===== config.mk =====
export PLATFORM = sky130hd
export DESIGN_NAME = double_ended_queue_flat
export DESIGN_NICKNAME = d
export VERILOG_FILES = /design/src/rtl/dq_pkg.sv /design/src/rtl/dq_if.sv /design/src/rtl/dq_mem.sv /design/src/rtl/dq_ctrl.sv /design/src/rtl/double_ended_queue.sv /design/src/flat_wrapper.sv
export SDC_FILE = /design/constraint.sdc
export NUM_CORES = 2
export LEC_CHECK = 0
export BUFFER_PORTS_ARGS = -buffer_cell sky130_fd_sc_hd__buf_2
export CAP_MARGIN = 30
export CORE_ASPECT_RATIO = 0.6
export CORE_UTILIZATION = 35
export DETAILED_ROUTE_END_ITERATION = 8
export GPL_ROUTABILITY_DRIVEN = 0
export PLACE_DENSITY_LB_ADDON = 0.15
export SKIP_CTS_REPAIR_TIMING = 1
export SLEW_MARGIN = 0
export SYNTH_ARGS = -nofsm -noshare
export SYNTH_HDL_FRONTEND = slang
export SYNTH_HIERARCHICAL = 1
export SYNTH_SLANG_ARGS = --single-unit

===== constraint.sdc =====
create_clock -name clk -period 8.8 [get_ports clk]
set_clock_uncertainty 0.2 [all_clocks]
set_input_delay 0.88 -clock clk [delete_from_list [all_inputs] [get_ports clk]]
set_output_delay 0.88 -clock clk [all_outputs]
set_load 0.02 [all_outputs]

===== src/rtl/dq_pkg.sv =====
// shared types, codes and default sizes for the double-ended queue
package dq_pkg;

    // default sizes
    localparam int DQ_CAPACITY   = 64;
    localparam int DQ_DATA_WIDTH = 32;

    // fixed field widths of the request and response channels
    localparam int KIND_W   = 3;
    localparam int VALUE_W  = 32;
    localparam int POS_W    = 6;
    localparam int READ_W   = 32;
    localparam int STATUS_W = 3;
    localparam int LEN_W    = 7;

    // request kinds
    typedef enum logic [KIND_W-1:0] {
        KIND_HEAD_PUSH  = 3'd0,
        KIND_TAIL_PUSH  = 3'd1,
        KIND_HEAD_POP   = 3'd2,
        KIND_TAIL_POP   = 3'd3,
        KIND_HEAD_INDEX = 3'd4,
        KIND_TAIL_INDEX = 3'd5,
        KIND_REMOVE     = 3'd6
    } kind_t;

    // response status codes
    typedef enum logic [STATUS_W-1:0] {
        ST_OK        = 3'd0,
        ST_EMPTY     = 3'd1,
        ST_RANGE     = 3'd2,
        ST_NOT_FOUND = 3'd3,
        ST_FULL      = 3'd4
    } status_t;

    // sequencer states
    typedef enum logic [2:0] {
        S_IDLE  = 3'd0,
        S_READ  = 3'd1,
        S_SCAN  = 3'd2,
        S_SHIFT = 3'd3,
        S_RESP  = 3'd4
    } state_t;

    // one response item
    typedef struct packed {
        logic [READ_W-1:0] read_data;
        status_t           status;
        logic [LEN_W-1:0]  length;
    } result_t;

endpackage


===== src/rtl/dq_if.sv =====
// request and response channel interfaces of the double-ended queue
interface dq_req_if
    import dq_pkg::*;
();
    logic               valid;
    logic               ready;
    logic [KIND_W-1:0]  kind;
    logic [VALUE_W-1:0] value;
    logic [POS_W-1:0]   position;

    modport source (output valid, output kind, output value, output position, input ready);
    modport sink   (input valid, input kind, input value, input position, output ready);
endinterface

interface dq_rsp_if
    import dq_pkg::*;
();
    logic                valid;
    logic                ready;
    logic [READ_W-1:0]   read_data;
    logic [STATUS_W-1:0] status;
    logic [LEN_W-1:0]    length;

    modport source (output valid, output read_data, output status, output length, input ready);
    modport sink   (input valid, input read_data, input status, input length, output ready);
endinterface


===== src/rtl/dq_mem.sv =====
// element store: one write port, one read port with registered read data
module dq_mem #(
    parameter int DEPTH = 64,
    parameter int WIDTH = 32
) (
    input  logic                     clk,
    input  logic                     wr_en,
    input  logic [$clog2(DEPTH)-1:0] wr_addr,
    input  logic [WIDTH-1:0]         wr_data,
    input  logic                     rd_en,
    input  logic [$clog2(DEPTH)-1:0] rd_addr,
    output logic [WIDTH-1:0]         rd_data
);

    logic [WIDTH-1:0] store_mem [DEPTH];
    logic [WIDTH-1:0] rd_data_reg;

    // write port
    always_ff @(posedge clk)
    begin
        if (wr_en)
        begin
            store_mem[wr_addr] <= wr_data;
        end
    end

    // read port, data held until the next read
    always_ff @(posedge clk)
    begin
        if (rd_en)
        begin
            rd_data_reg <= store_mem[rd_addr];
        end
    end

    assign rd_data = rd_data_reg;

endmodule


===== src/rtl/dq_ctrl.sv =====
// request sequencer: head pointer, element count, scan and shift over the store
module dq_ctrl
    import dq_pkg::*;
#(
    parameter int CAPACITY   = DQ_CAPACITY,
    parameter int DATA_WIDTH = DQ_DATA_WIDTH
) (
    input  logic                        clk,
    input  logic                        rst_n,
    dq_req_if.sink                      req,
    output logic                        res_valid,
    input  logic                        res_ready,
    output result_t                     res,
    output logic                        mem_wr_en,
    output logic [$clog2(CAPACITY)-1:0] mem_wr_addr,
    output logic [DATA_WIDTH-1:0]       mem_wr_data,
    output logic                        mem_rd_en,
    output logic [$clog2(CAPACITY)-1:0] mem_rd_addr,
    input  logic [DATA_WIDTH-1:0]       mem_rd_data
);

    localparam int AW = $clog2(CAPACITY);
    localparam int CW = $clog2(CAPACITY + 1);
    localparam int SW = CW + 1;
    localparam int PW = (CW > POS_W) ? CW : POS_W;
    localparam logic [CW-1:0] CAP_C = CW'(CAPACITY);

    state_t                state_reg, state_next;
    logic [AW-1:0]         front_reg, front_next;
    logic [CW-1:0]         count_reg, count_next;
    logic [CW-1:0]         idx_reg, idx_next;
    kind_t                 kind_reg, kind_next;
    logic [DATA_WIDTH-1:0] val_reg, val_next;
    logic [DATA_WIDTH-1:0] found_reg, found_next;
    result_t               pend_reg, pend_next;

    logic                  accept;
    kind_t                 kind_in;
    logic [DATA_WIDTH-1:0] val_in;
    logic [CW-1:0]         wr_off, rd_off;
    logic [CW-1:0]         idx_inc, idx_inc2;
    logic                  fin;
    result_t               fin_res;

    // physical slot of the element at a given offset from the head
    function automatic logic [AW-1:0] slot_of(input logic [AW-1:0] base,
                                              input logic [CW-1:0] off);
        logic [SW-1:0] sum;
        sum = SW'(base) + SW'(off);
        if (sum >= SW'(CAPACITY))
        begin
            sum = sum - SW'(CAPACITY);
        end
        return AW'(sum);
    endfunction

    assign req.ready = (state_reg == S_IDLE);
    assign accept    = req.valid && req.ready;
    assign kind_in   = kind_t'(req.kind);
    assign val_in    = DATA_WIDTH'(req.value);
    assign idx_inc   = idx_reg + CW'(1);
    assign idx_inc2  = idx_reg + CW'(2);

    assign mem_wr_addr = slot_of(front_reg, wr_off);
    assign mem_rd_addr = slot_of(front_reg, rd_off);

    // next state, memory accesses and result
    always_comb
    begin
        state_next  = state_reg;
        front_next  = front_reg;
        count_next  = count_reg;
        idx_next    = idx_reg;
        kind_next   = kind_reg;
        val_next    = val_reg;
        found_next  = found_reg;
        pend_next   = pend_reg;
        mem_wr_en   = 1'b0;
        mem_wr_data = mem_rd_data;
        wr_off      = idx_reg;
        mem_rd_en   = 1'b0;
        rd_off      = '0;
        fin         = 1'b0;
        fin_res     = '{read_data: '0, status: ST_OK, length: LEN_W'(count_reg)};

        case (state_reg)
            S_IDLE:
            begin
                if (accept)
                begin
                    kind_next = kind_in;
                    val_next  = val_in;
                    case (kind_in)
                        KIND_HEAD_PUSH, KIND_TAIL_PUSH:
                        begin
                            fin = 1'b1;
                            if (count_reg == CAP_C)
                            begin
                                fin_res.status = ST_FULL;
                            end
                            else
                            begin
                                mem_wr_en   = 1'b1;
                                mem_wr_data = val_in;
                                if (kind_in == KIND_HEAD_PUSH)
                                begin
                                    wr_off     = CAP_C - CW'(1);
                                    front_next = slot_of(front_reg, CAP_C - CW'(1));
                                end
                                else
                                begin
                                    wr_off = count_reg;
                                end
                                count_next     = count_reg + CW'(1);
                                fin_res.length = LEN_W'(count_reg + CW'(1));
                            end
                        end
                        KIND_HEAD_POP, KIND_TAIL_POP:
                        begin
                            if (count_reg == '0)
                            begin
                                fin            = 1'b1;
                                fin_res.status = ST_EMPTY;
                            end
                            else
                            begin
                                mem_rd_en  = 1'b1;
                                rd_off     = (kind_in == KIND_HEAD_POP) ? '0
                                                                        : count_reg - CW'(1);
                                state_next = S_READ;
                            end
                        end
                        KIND_HEAD_INDEX, KIND_TAIL_INDEX:
                        begin
                            if (PW'(req.position) >= PW'(count_reg))
                            begin
                                fin            = 1'b1;
                                fin_res.status = ST_RANGE;
                            end
                            else
                            begin
                                mem_rd_en  = 1'b1;
                                rd_off     = (kind_in == KIND_HEAD_INDEX)
                                           ? CW'(req.position)
                                           : count_reg - CW'(1) - CW'(req.position);
                                state_next = S_READ;
                            end
                        end
                        KIND_REMOVE:
                        begin
                            if (count_reg == '0)
                            begin
                                fin            = 1'b1;
                                fin_res.status = ST_NOT_FOUND;
                            end
                            else
                            begin
                                mem_rd_en  = 1'b1;
                                rd_off     = '0;
                                idx_next   = '0;
                                state_next = S_SCAN;
                            end
                        end
                        default:
                        begin
                            fin = 1'b1;
                        end
                    endcase
                end
            end

            // read data of a pop or an index read is back
            S_READ:
            begin
                fin               = 1'b1;
                fin_res.read_data = READ_W'(mem_rd_data);
                case (kind_reg)
                    KIND_HEAD_POP:
                    begin
                        front_next     = slot_of(front_reg, CW'(1));
                        count_next     = count_reg - CW'(1);
                        fin_res.length = LEN_W'(count_reg - CW'(1));
                    end
                    KIND_TAIL_POP:
                    begin
                        count_next     = count_reg - CW'(1);
                        fin_res.length = LEN_W'(count_reg - CW'(1));
                    end
                    default:
                    begin
                    end
                endcase
            end

            // compare one element per cycle while the next one is read
            S_SCAN:
            begin
                if (mem_rd_data == val_reg)
                begin
                    found_next = mem_rd_data;
                    if (idx_inc == count_reg)
                    begin
                        fin               = 1'b1;
                        fin_res.read_data = READ_W'(mem_rd_data);
                        count_next        = count_reg - CW'(1);
                        fin_res.length    = LEN_W'(count_reg - CW'(1));
                    end
                    else
                    begin
                        mem_rd_en  = 1'b1;
                        rd_off     = idx_inc;
                        state_next = S_SHIFT;
                    end
                end
                else if (idx_inc == count_reg)
                begin
                    fin            = 1'b1;
                    fin_res.status = ST_NOT_FOUND;
                end
                else
                begin
                    mem_rd_en = 1'b1;
                    rd_off    = idx_inc;
                    idx_next  = idx_inc;
                end
            end

            // move element j+1 into slot j, reading j+2 meanwhile
            S_SHIFT:
            begin
                mem_wr_en   = 1'b1;
                wr_off      = idx_reg;
                mem_wr_data = mem_rd_data;
                if (idx_inc2 == count_reg)
                begin
                    fin               = 1'b1;
                    fin_res.read_data = READ_W'(found_reg);
                    count_next        = count_reg - CW'(1);
                    fin_res.length    = LEN_W'(count_reg - CW'(1));
                end
                else
                begin
                    mem_rd_en = 1'b1;
                    rd_off    = idx_inc2;
                    idx_next  = idx_inc;
                end
            end

            S_RESP:
            begin
                if (res_ready)
                begin
                    state_next = S_IDLE;
                end
            end

            default:
            begin
                state_next = S_IDLE;
            end
        endcase

        // hand the result over, or hold it while the output is busy
        if (fin)
        begin
            if (res_ready)
            begin
                state_next = S_IDLE;
            end
            else
            begin
                pend_next  = fin_res;
                state_next = S_RESP;
            end
        end
    end

    assign res_valid = fin || (state_reg == S_RESP);
    assign res       = fin ? fin_res : pend_reg;

    // control state
    always_ff @(posedge clk or negedge rst_n)
    begin
        if (!rst_n)
        begin
            state_reg <= S_IDLE;
            front_reg <= '0;
            count_reg <= '0;
            idx_reg   <= '0;
        end
        else
        begin
            state_reg <= state_next;
            front_reg <= front_next;
            count_reg <= count_next;
            idx_reg   <= idx_next;
        end
    end

    // request payload and held result
    always_ff @(posedge clk)
    begin
        kind_reg  <= kind_next;
        val_reg   <= val_next;
        found_reg <= found_next;
        pend_reg  <= pend_next;
    end

`ifndef ASSERT_OFF
    a_count_bound: assert property (@(posedge clk) disable iff (!rst_n)
        count_reg <= CAP_C)
        else $error("element count beyond capacity");

    a_front_bound: assert property (@(posedge clk) disable iff (!rst_n)
        front_reg <= AW'(CAPACITY - 1))
        else $error("head pointer outside the store");

    a_port_clash: assert property (@(posedge clk) disable iff (!rst_n)
        (mem_wr_en && mem_rd_en) |-> (mem_wr_addr != mem_rd_addr))
        else $error("read and write to the same slot in one cycle");

    a_fail_zero: assert property (@(posedge clk) disable iff (!rst_n)
        (res_valid && (res.status != ST_OK)) |-> (res.read_data == '0))
        else $error("failed request returned nonzero data");

    a_push_grow: assert property (@(posedge clk) disable iff (!rst_n)
        (accept && ((kind_in == KIND_HEAD_PUSH) || (kind_in == KIND_TAIL_PUSH))
         && (count_reg != CAP_C)) |=> (count_reg == $past(count_reg) + CW'(1)))
        else $error("accepted push did not grow the queue");
`endif

endmodule


===== src/rtl/double_ended_queue.sv =====
// Bounded double-ended queue of CAPACITY words kept in a single-port-read,
// single-port-write synchronous store with a circular head pointer. One
// request is worked on at a time and each gives exactly one response.
// Pushes and refused requests finish in the cycle they are transferred in;
// pops and index reads finish after one store read; remove-by-value is
// bound by the store's single read port: the scan compares one element
// per cycle and the gap is closed one element per cycle. A response that
// cannot leave because the output register is still occupied is held
// until it is taken. Store words are DATA_WIDTH bits; the request value
// is cut to that width and returned data is zero-extended.
module double_ended_queue
    import dq_pkg::*;
#(
    parameter int CAPACITY   = DQ_CAPACITY,
    parameter int DATA_WIDTH = DQ_DATA_WIDTH
) (
    input  logic     clk,
    input  logic     rst_n,
    dq_req_if.sink   req,
    dq_rsp_if.source rsp
);

    localparam int AW = $clog2(CAPACITY);

    logic                  res_valid;
    logic                  res_ready;
    result_t               res;
    logic                  mem_wr_en;
    logic [AW-1:0]         mem_wr_addr;
    logic [DATA_WIDTH-1:0] mem_wr_data;
    logic                  mem_rd_en;
    logic [AW-1:0]         mem_rd_addr;
    logic [DATA_WIDTH-1:0] mem_rd_data;
    logic                  out_valid_reg;
    result_t               out_res_reg;

    dq_ctrl #(
        .CAPACITY   (CAPACITY),
        .DATA_WIDTH (DATA_WIDTH)
    ) u_ctrl (
        .clk         (clk),
        .rst_n       (rst_n),
        .req         (req),
        .res_valid   (res_valid),
        .res_ready   (res_ready),
        .res         (res),
        .mem_wr_en   (mem_wr_en),
        .mem_wr_addr (mem_wr_addr),
        .mem_wr_data (mem_wr_data),
        .mem_rd_en   (mem_rd_en),
        .mem_rd_addr (mem_rd_addr),
        .mem_rd_data (mem_rd_data)
    );

    dq_mem #(
        .DEPTH (CAPACITY),
        .WIDTH (DATA_WIDTH)
    ) u_mem (
        .clk     (clk),
        .wr_en   (mem_wr_en),
        .wr_addr (mem_wr_addr),
        .wr_data (mem_wr_data),
        .rd_en   (mem_rd_en),
        .rd_addr (mem_rd_addr),
        .rd_data (mem_rd_data)
    );

    // output register takes a new result when empty or being drained
    assign res_ready = !out_valid_reg || rsp.ready;

    always_ff @(posedge clk or negedge rst_n)
    begin
        if (!rst_n)
        begin
            out_valid_reg <= 1'b0;
        end
        else if (res_ready)
        begin
            out_valid_reg <= res_valid;
        end
    end

    always_ff @(posedge clk)
    begin
        if (res_valid && res_ready)
        begin
            out_res_reg <= res;
        end
    end

    // response channel
    assign rsp.valid     = out_valid_reg;
    assign rsp.read_data = out_res_reg.read_data;
    assign rsp.status    = out_res_reg.status;
    assign rsp.length    = out_res_reg.length;

endmodule

===== src/flat_wrapper.sv =====
// flat-port wrapper written by rule: the top's interface ports become plain ports
module double_ended_queue_flat import dq_pkg::*;
#(
    parameter int CAPACITY   = DQ_CAPACITY,
    parameter int DATA_WIDTH = DQ_DATA_WIDTH
)
  (clk, rst_n, req_valid, req_kind, req_value, req_position, req_ready, rsp_valid, rsp_read_data, rsp_status, rsp_length, rsp_ready);
  dq_req_if req_i ();
  dq_rsp_if rsp_i ();
  input  logic clk;
  input  logic rst_n;
  input wire logic [$bits(req_i.valid)-1:0] req_valid;
  input wire logic [$bits(req_i.kind)-1:0] req_kind;
  input wire logic [$bits(req_i.value)-1:0] req_value;
  input wire logic [$bits(req_i.position)-1:0] req_position;
  output wire logic [$bits(req_i.ready)-1:0] req_ready;
  output wire logic [$bits(rsp_i.valid)-1:0] rsp_valid;
  output wire logic [$bits(rsp_i.read_data)-1:0] rsp_read_data;
  output wire logic [$bits(rsp_i.status)-1:0] rsp_status;
  output wire logic [$bits(rsp_i.length)-1:0] rsp_length;
  input wire logic [$bits(rsp_i.ready)-1:0] rsp_ready;
  assign req_i.valid = req_valid;
  assign req_i.kind = req_kind;
  assign req_i.value = req_value;
  assign req_i.position = req_position;
  assign req_ready = req_i.ready;
  assign rsp_valid = rsp_i.valid;
  assign rsp_read_data = rsp_i.read_data;
  assign rsp_status = rsp_i.status;
  assign rsp_length = rsp_i.length;
  assign rsp_i.ready = rsp_ready;
  double_ended_queue #(.CAPACITY(CAPACITY), .DATA_WIDTH(DATA_WIDTH)) u_core (.clk(clk), .rst_n(rst_n), .req(req_i), .rsp(rsp_i));
endmodule

After elaboration in Yosys (flattened, before gate mapping)
Memories as Yosys holds them, arrays and structs flattened. A register that Yosys moved wholly into a read port is not among the register bits.
Cells that the tools add are included.
- register bits: 175
- RAM bits: 2048
- input port bits: 45
- output and inout bits: 44
- logic and storage cells: 182
- memories kept: 1
- add/sub/neg operators: 13
- $lt $le $gt $ge: 5
- equality and inequality tests: 35
- muxes and demuxes: 89
- bitwise logic cells: 1
- reduce and logical (&&, ||, !) cells: 24
- memory list (memory ; depth ; width ; rd ports ; clocked after memory_dff ; wr ports ; RTL line ; source):
    u_core.u_mem.store_mem ; 64 ; 32 ; 1 ; 1 ; 1 ; dq_mem.sv:15 ; logic [WIDTH-1:0] store_mem [DEPTH];
- operator list (operator ; count):
    32-bit two-way mux ; 7
    7-bit two-way mux ; 25
    32-bit one-hot mux with 3 select lines ; 1
    7-bit one-hot mux with 4 select lines ; 2
    6-bit two-way mux ; 9
    42-bit two-way mux ; 1
    7-bit one-hot mux with 3 select lines ; 2
    3-bit two-way mux ; 11
    32-bit equality test ; 1
    3-bit one-hot mux with 4 select lines ; 2
    6-bit by 1-bit subtractor with 6-bit output, second input constant ; 4
    3-bit by 2-bit equality test with 1-bit output, second input constant ; 6
    6-bit by 7-bit adder with 8-bit output ; 2
    8-bit by 7-bit >= comparator with 1-bit output, second input constant ; 2
    1-bit two-way mux ; 16
    7-bit by 1-bit adder with 7-bit output, second input constant ; 2
    7-bit equality test ; 2
    7-bit >= comparator, second input constant ; 2
    7-bit one-hot mux with 2 select lines ; 1
    3-bit equality test, second input constant ; 4
    2-bit by 1-bit != test with 1-bit output, second input constant ; 6
    4-bit != test, second input constant ; 3
    6-bit one-hot mux with 2 select lines ; 1
    10-bit two-way mux ; 1
    34 further kinds ; 54

Logic depth before layout (Yosys ltp)
- word-level depth: 10
- gate-level depth with buffers: 25
- mapped depth without buffers: 22

By module
The synthesis kept the hierarchy.
- modules (own cells, without submodules) (module ; times used ; cells an instance ; area each (um2) ; seq. area each (um2)):
    dq_mem ; 1 ; 3511 ; 79359.9 ; 62459.9
    dq_ctrl ; 1 ; 706 ; 8003.9 ; 3848.7
    double_ended_queue ; 1 ; 46 ; 1315.0 ; 1286.2

Least setup slack after synthesis
OpenSTA, ideal clock, no wires.
- kind: in2reg
- from: in req_valid
- to: mem u_core.u_mem.store_mem[28][0] (enable)
- arrival: 6222 ps
- data required time: 8179 ps
- setup slack: 1957 ps
- stages on the path: 16
- buffers on the path: 5
- cells stage by stage: clkbuf_1 -> nand2_1 -> clkinv_1 -> and3_1 -> clkbuf_1 -> clkbuf_1 -> o21ai_0 -> o21ai_0 -> ha_1 -> fa_1 -> xor2_1 -> clkbuf_1 -> or3b_2 -> or2_2 -> clkbuf_1 -> nor2_1
- word-level cells in the longest chain between the ends: 6
- RTL lines (element ; RTL line ; source):
    from (decl) ; flat_wrapper.sv:12 ; input wire logic [$bits(req_i.valid)-1:0] req_valid;
    1-bit logical AND * ; dq_ctrl.sv:58 ; assign accept = req.valid && req.ready;
    7-bit two-way mux * ; dq_ctrl.sv:89 ; if (accept)
    7-bit two-way mux * ; dq_ctrl.sv:86 ; case (state_reg)
    6-bit by 7-bit adder with 8-bit output * ; dq_ctrl.sv:49 ; sum = SW'(base) + SW'(off);
    8-bit by 7-bit >= comparator with 1-bit output or 6-bit by 1-bit subtractor with 6-bit output (tied branches) ; dq_ctrl.sv:50, dq_ctrl.sv:52 ;
    6-bit two-way mux * ; dq_ctrl.sv:50 ; if (sum >= SW'(CAPACITY))
    via u_core.mem_wr_addr[2] ; double_ended_queue.sv:29 ; logic [AW-1:0] mem_wr_addr;
    to (decl) ; dq_mem.sv:15 ;
Mark *: on every way through the listed nets, which the timed path passes. The rest lies on a longest branch.

Worst setup path after layout
- from: reg u_core.u_ctrl.idx_reg[0]
- to: reg u_core.u_mem.rd_data_reg[16] (netlist: u_core/u_mem/rd_data[16]) (read register of u_core.u_mem.store_mem) (data pin)
- word-level cells in the longest chain between the ends: 7
- RTL lines (element ; RTL line ; source):
    from (decl) ; dq_ctrl.sv:31 ; logic [CW-1:0] idx_reg, idx_next;
    from (signal assigned) ; dq_ctrl.sv:296 ; idx_reg <= idx_next;
    7-bit by 2-bit adder with 7-bit output or 7-bit by 1-bit adder with 7-bit output (tied branches) ; dq_ctrl.sv:62, dq_ctrl.sv:61 ;
    7-bit equality test, on equally long branches ; dq_ctrl.sv:234, dq_ctrl.sv:201, dq_ctrl.sv:215 ;
    7-bit two-way mux, on equally long branches ; dq_ctrl.sv:234, dq_ctrl.sv:201, dq_ctrl.sv:215 ;
    7-bit one-hot mux with 3 select lines * ; dq_ctrl.sv:86 ;
    6-bit by 7-bit adder with 8-bit output * ; dq_ctrl.sv:49 ;
    8-bit by 7-bit >= comparator with 1-bit output or 6-bit by 1-bit subtractor with 6-bit output (tied branches) ; dq_ctrl.sv:50, dq_ctrl.sv:52 ;
    6-bit two-way mux * ; dq_ctrl.sv:50 ;
    via u_core.mem_rd_addr[1] ; double_ended_queue.sv:32 ; logic [AW-1:0] mem_rd_addr;
    to (decl) ; dq_mem.sv:16 ; logic [WIDTH-1:0] rd_data_reg;
Marks and branches as above.
A chain may end at the register's enable or synchronous reset.

==> flow_summary.toml <==
[logic_synthesis]
yosysWarnings = 6
synth.distinct_cells = 82
netlist_area_um2 = 88700
seq_area_frac_synth = 0.762
synth_edf_count = 2231
synth_nets = 4341
synth_cells = 4263
async_reset_ff_frac = 0.0106
synthFlopType = "edfxtp_1"
synth_area_leaders = "edfxtp_1, mux4_2, mux2i_1"
ys_seq_elements = 2255
netlist.area_leader.share = 0.755
synth_top_area_cell = "edfxtp_1"
syn_area_per_cell_um2 = 20.8

[cells_and_area]
area_delta_synth_final_pct = 13.4
regArea_um2 = 67600
fillers = 22197
fin_nets = 4600
drive_gt1_frac = 0.242
multi_input_area_um2 = 20100
largest_reg_flops = 2048

[critical_path]
cp-end-kind = "register"
crit_arrival_ns = 7.23
worstPathRequired_ns = 9.18
cp-start-kind = "register"
path_class = "reg2reg"
cp_max_fo = 56

[sta]
hold_ws_ns = 0.0483
tightest_slew_ns = 1.05
post-route-min-period_ns = 6.86
rsz0062_at_grt = "no"
fin_setup_tns_ns = 0
finalCritPeriodShare = 0.779
relSlewSlack = 0.298
slew_viol_final = 0
setup_viol = 0
fmax_ghz = 0.146
finalHoldViolCount = 0

[route]
antenna_left = 0
routed_wl_mm = 252
drtIter0Drc = 5662
vias = 44748
drcViolationCount = 0
drt_first_pass_iters = 6
via_per_inst = 5.55
wl_per_cell_um = 31.2

[clocking]
cts_root_buf = "clkbuf_16"
clk_pin_slew_ns = 0.07
cts_tree = "built"
htree_levels = 4
clk_latency_ns = 0.87
cts_buffer_depth = 4
cts_made_buffers = 206
cts_sinks = 2255

[die]
rows = 142
die_area_um2 = 255000
fp.dieW_um = 652
ios = 89
start_util = 0.354
die_h_um = 392
coreArea_um2 = 251000

[power]
power.density_nw_per_um2 = 200
ir_drop_mv = 0.131
p_leak_uw = 0.0225

[grt]
grt_overflow = 0
grt_first_pass_wirelength_mm = 351
grt_start_max_net_pins = 89
grt_pass1_vias = 43251
antenna_found_initial = 8
grt.total_usage = 0.194

[status]
outcome = "finished, final reports clean"

[job]
drv_cap = 0

[hold_path]
hp-class = "in2reg"

[placed_design]
dp_hpwl_mm = 154
portBuffers = 88
==> layer usage <==
layer  global-route usage  vias to the layer above  routed length [um]
met2                0.263                     1686              103000
li1                     -                    18349                   -
met5                    0                        -                   0
met4               0.0311                        0                3510
met3               0.0379                      248               18800
met1                0.321                    24465              126000
==> worst max-delay path: stages (launching register included) <==
cell and delay, ns:
dfrtp_1 0.57, ha_1 0.51, nand3_4 0.15, or3_1 0.39, a2111o_1 0.53, nor2_1 0.23, nor2_1 0.11, nand2_1 0.12
nand2_1 0.10, ha_4 0.18, fa_4 1.17, buf_12 0.40, buf_12 0.36, mux4_2 0.36, mux2i_1 0.15, mux2i_1 0.16
o21ai_0 0.65, nor2_1 0.10
==> synthesized netlist by cell type (all sizes together) (31+ instances only) <==
cell    count
a21o       50
a21oi      72
mux2i     191
nor2      128
nand2      71
a22o       44
edfxtp   2231
mux2       36
inv        31
mux4      446
buf       154
a22oi     131
o22ai      51
o21ai      57
xor2       44
clkbuf     86
nand3      59
==> cell type report <==
type                       count  area share
antenna                        1   0.0000249
clock buffer                 263      0.0538
clock inverter               103     0.00636
inverter                      32     0.00119
multi-input combinational   1736       0.200
sequential                  2255       0.672
tap                         3384      0.0421
timing repair buffer         291      0.0246
==> cell usage in the layout, fill, tap and decap left out, types with 58 or more instances in the layout <==
master	instances
edfxtp_1	2231
clkbuf_16	208
nand3_1	58
mux4_2	446
buf_2	88
mux2i_1	191
a22oi_1	131
a21oi_1	70
buf_4	152
nor2_4	67
nor2_1	60
nand2_1	68
==> metrics by stage <==
step	area [um^2]	utilization	instances	total power (uW)	setup WS, ns
after floorplan	88700	-	4263	11900	1.96
after global placement	93900	0.375	7662	11900	1.90
after detailed placement	94300	0.376	7680	11900	1.97
after CTS	100000	0.400	8046	20300	1.96
after global routing	101000	0.401	8065	20700	1.67
final	101000	0.401	8065	20100	1.94
==> power by group <==
group | switching [uW] | internal, uW
sequential | 0.0000000000000394 | 11600
combinational | 31.4 | 19.6
clock | 3950 | 4500
total | 3980 | 16100
==> cells by family after synthesis <==
logic type | share of synthesized area
buffers and inverters | 0.0179
AND/OR/NAND/NOR | 0.0221
AO/OA/AOI/OAI | 0.0460
flip-flops | 0.762
adder cells (fa/ha/maj) | 0.00499
multiplexers | 0.139
XOR/XNOR | 0.00739
==> final timing paths <==
kind                       slack (ns)                    endpoint  depth (start not counted)                startpoint
max                              1.94    u_core/u_mem/rd_data[16]                         17  u_core/u_ctrl/idx_reg[0]
min                              0.05   u_core/u_ctrl/val_reg[30]                          1             req_value[30]
max reg2reg                      1.94    u_core/u_mem/rd_data[16]                         17  u_core/u_ctrl/idx_reg[0]
min reg2reg                      0.32    u_core/u_ctrl/idx_reg[6]                          1  u_core/u_ctrl/idx_reg[6]
max in group asynchronous        7.50  u_core/u_ctrl/front_reg[5]                          2                     rst_n
min in group asynchronous        0.41            u_core/rsp.valid                          2                     rst_n
No activity file was read; power rests on OpenSTA's default activity.
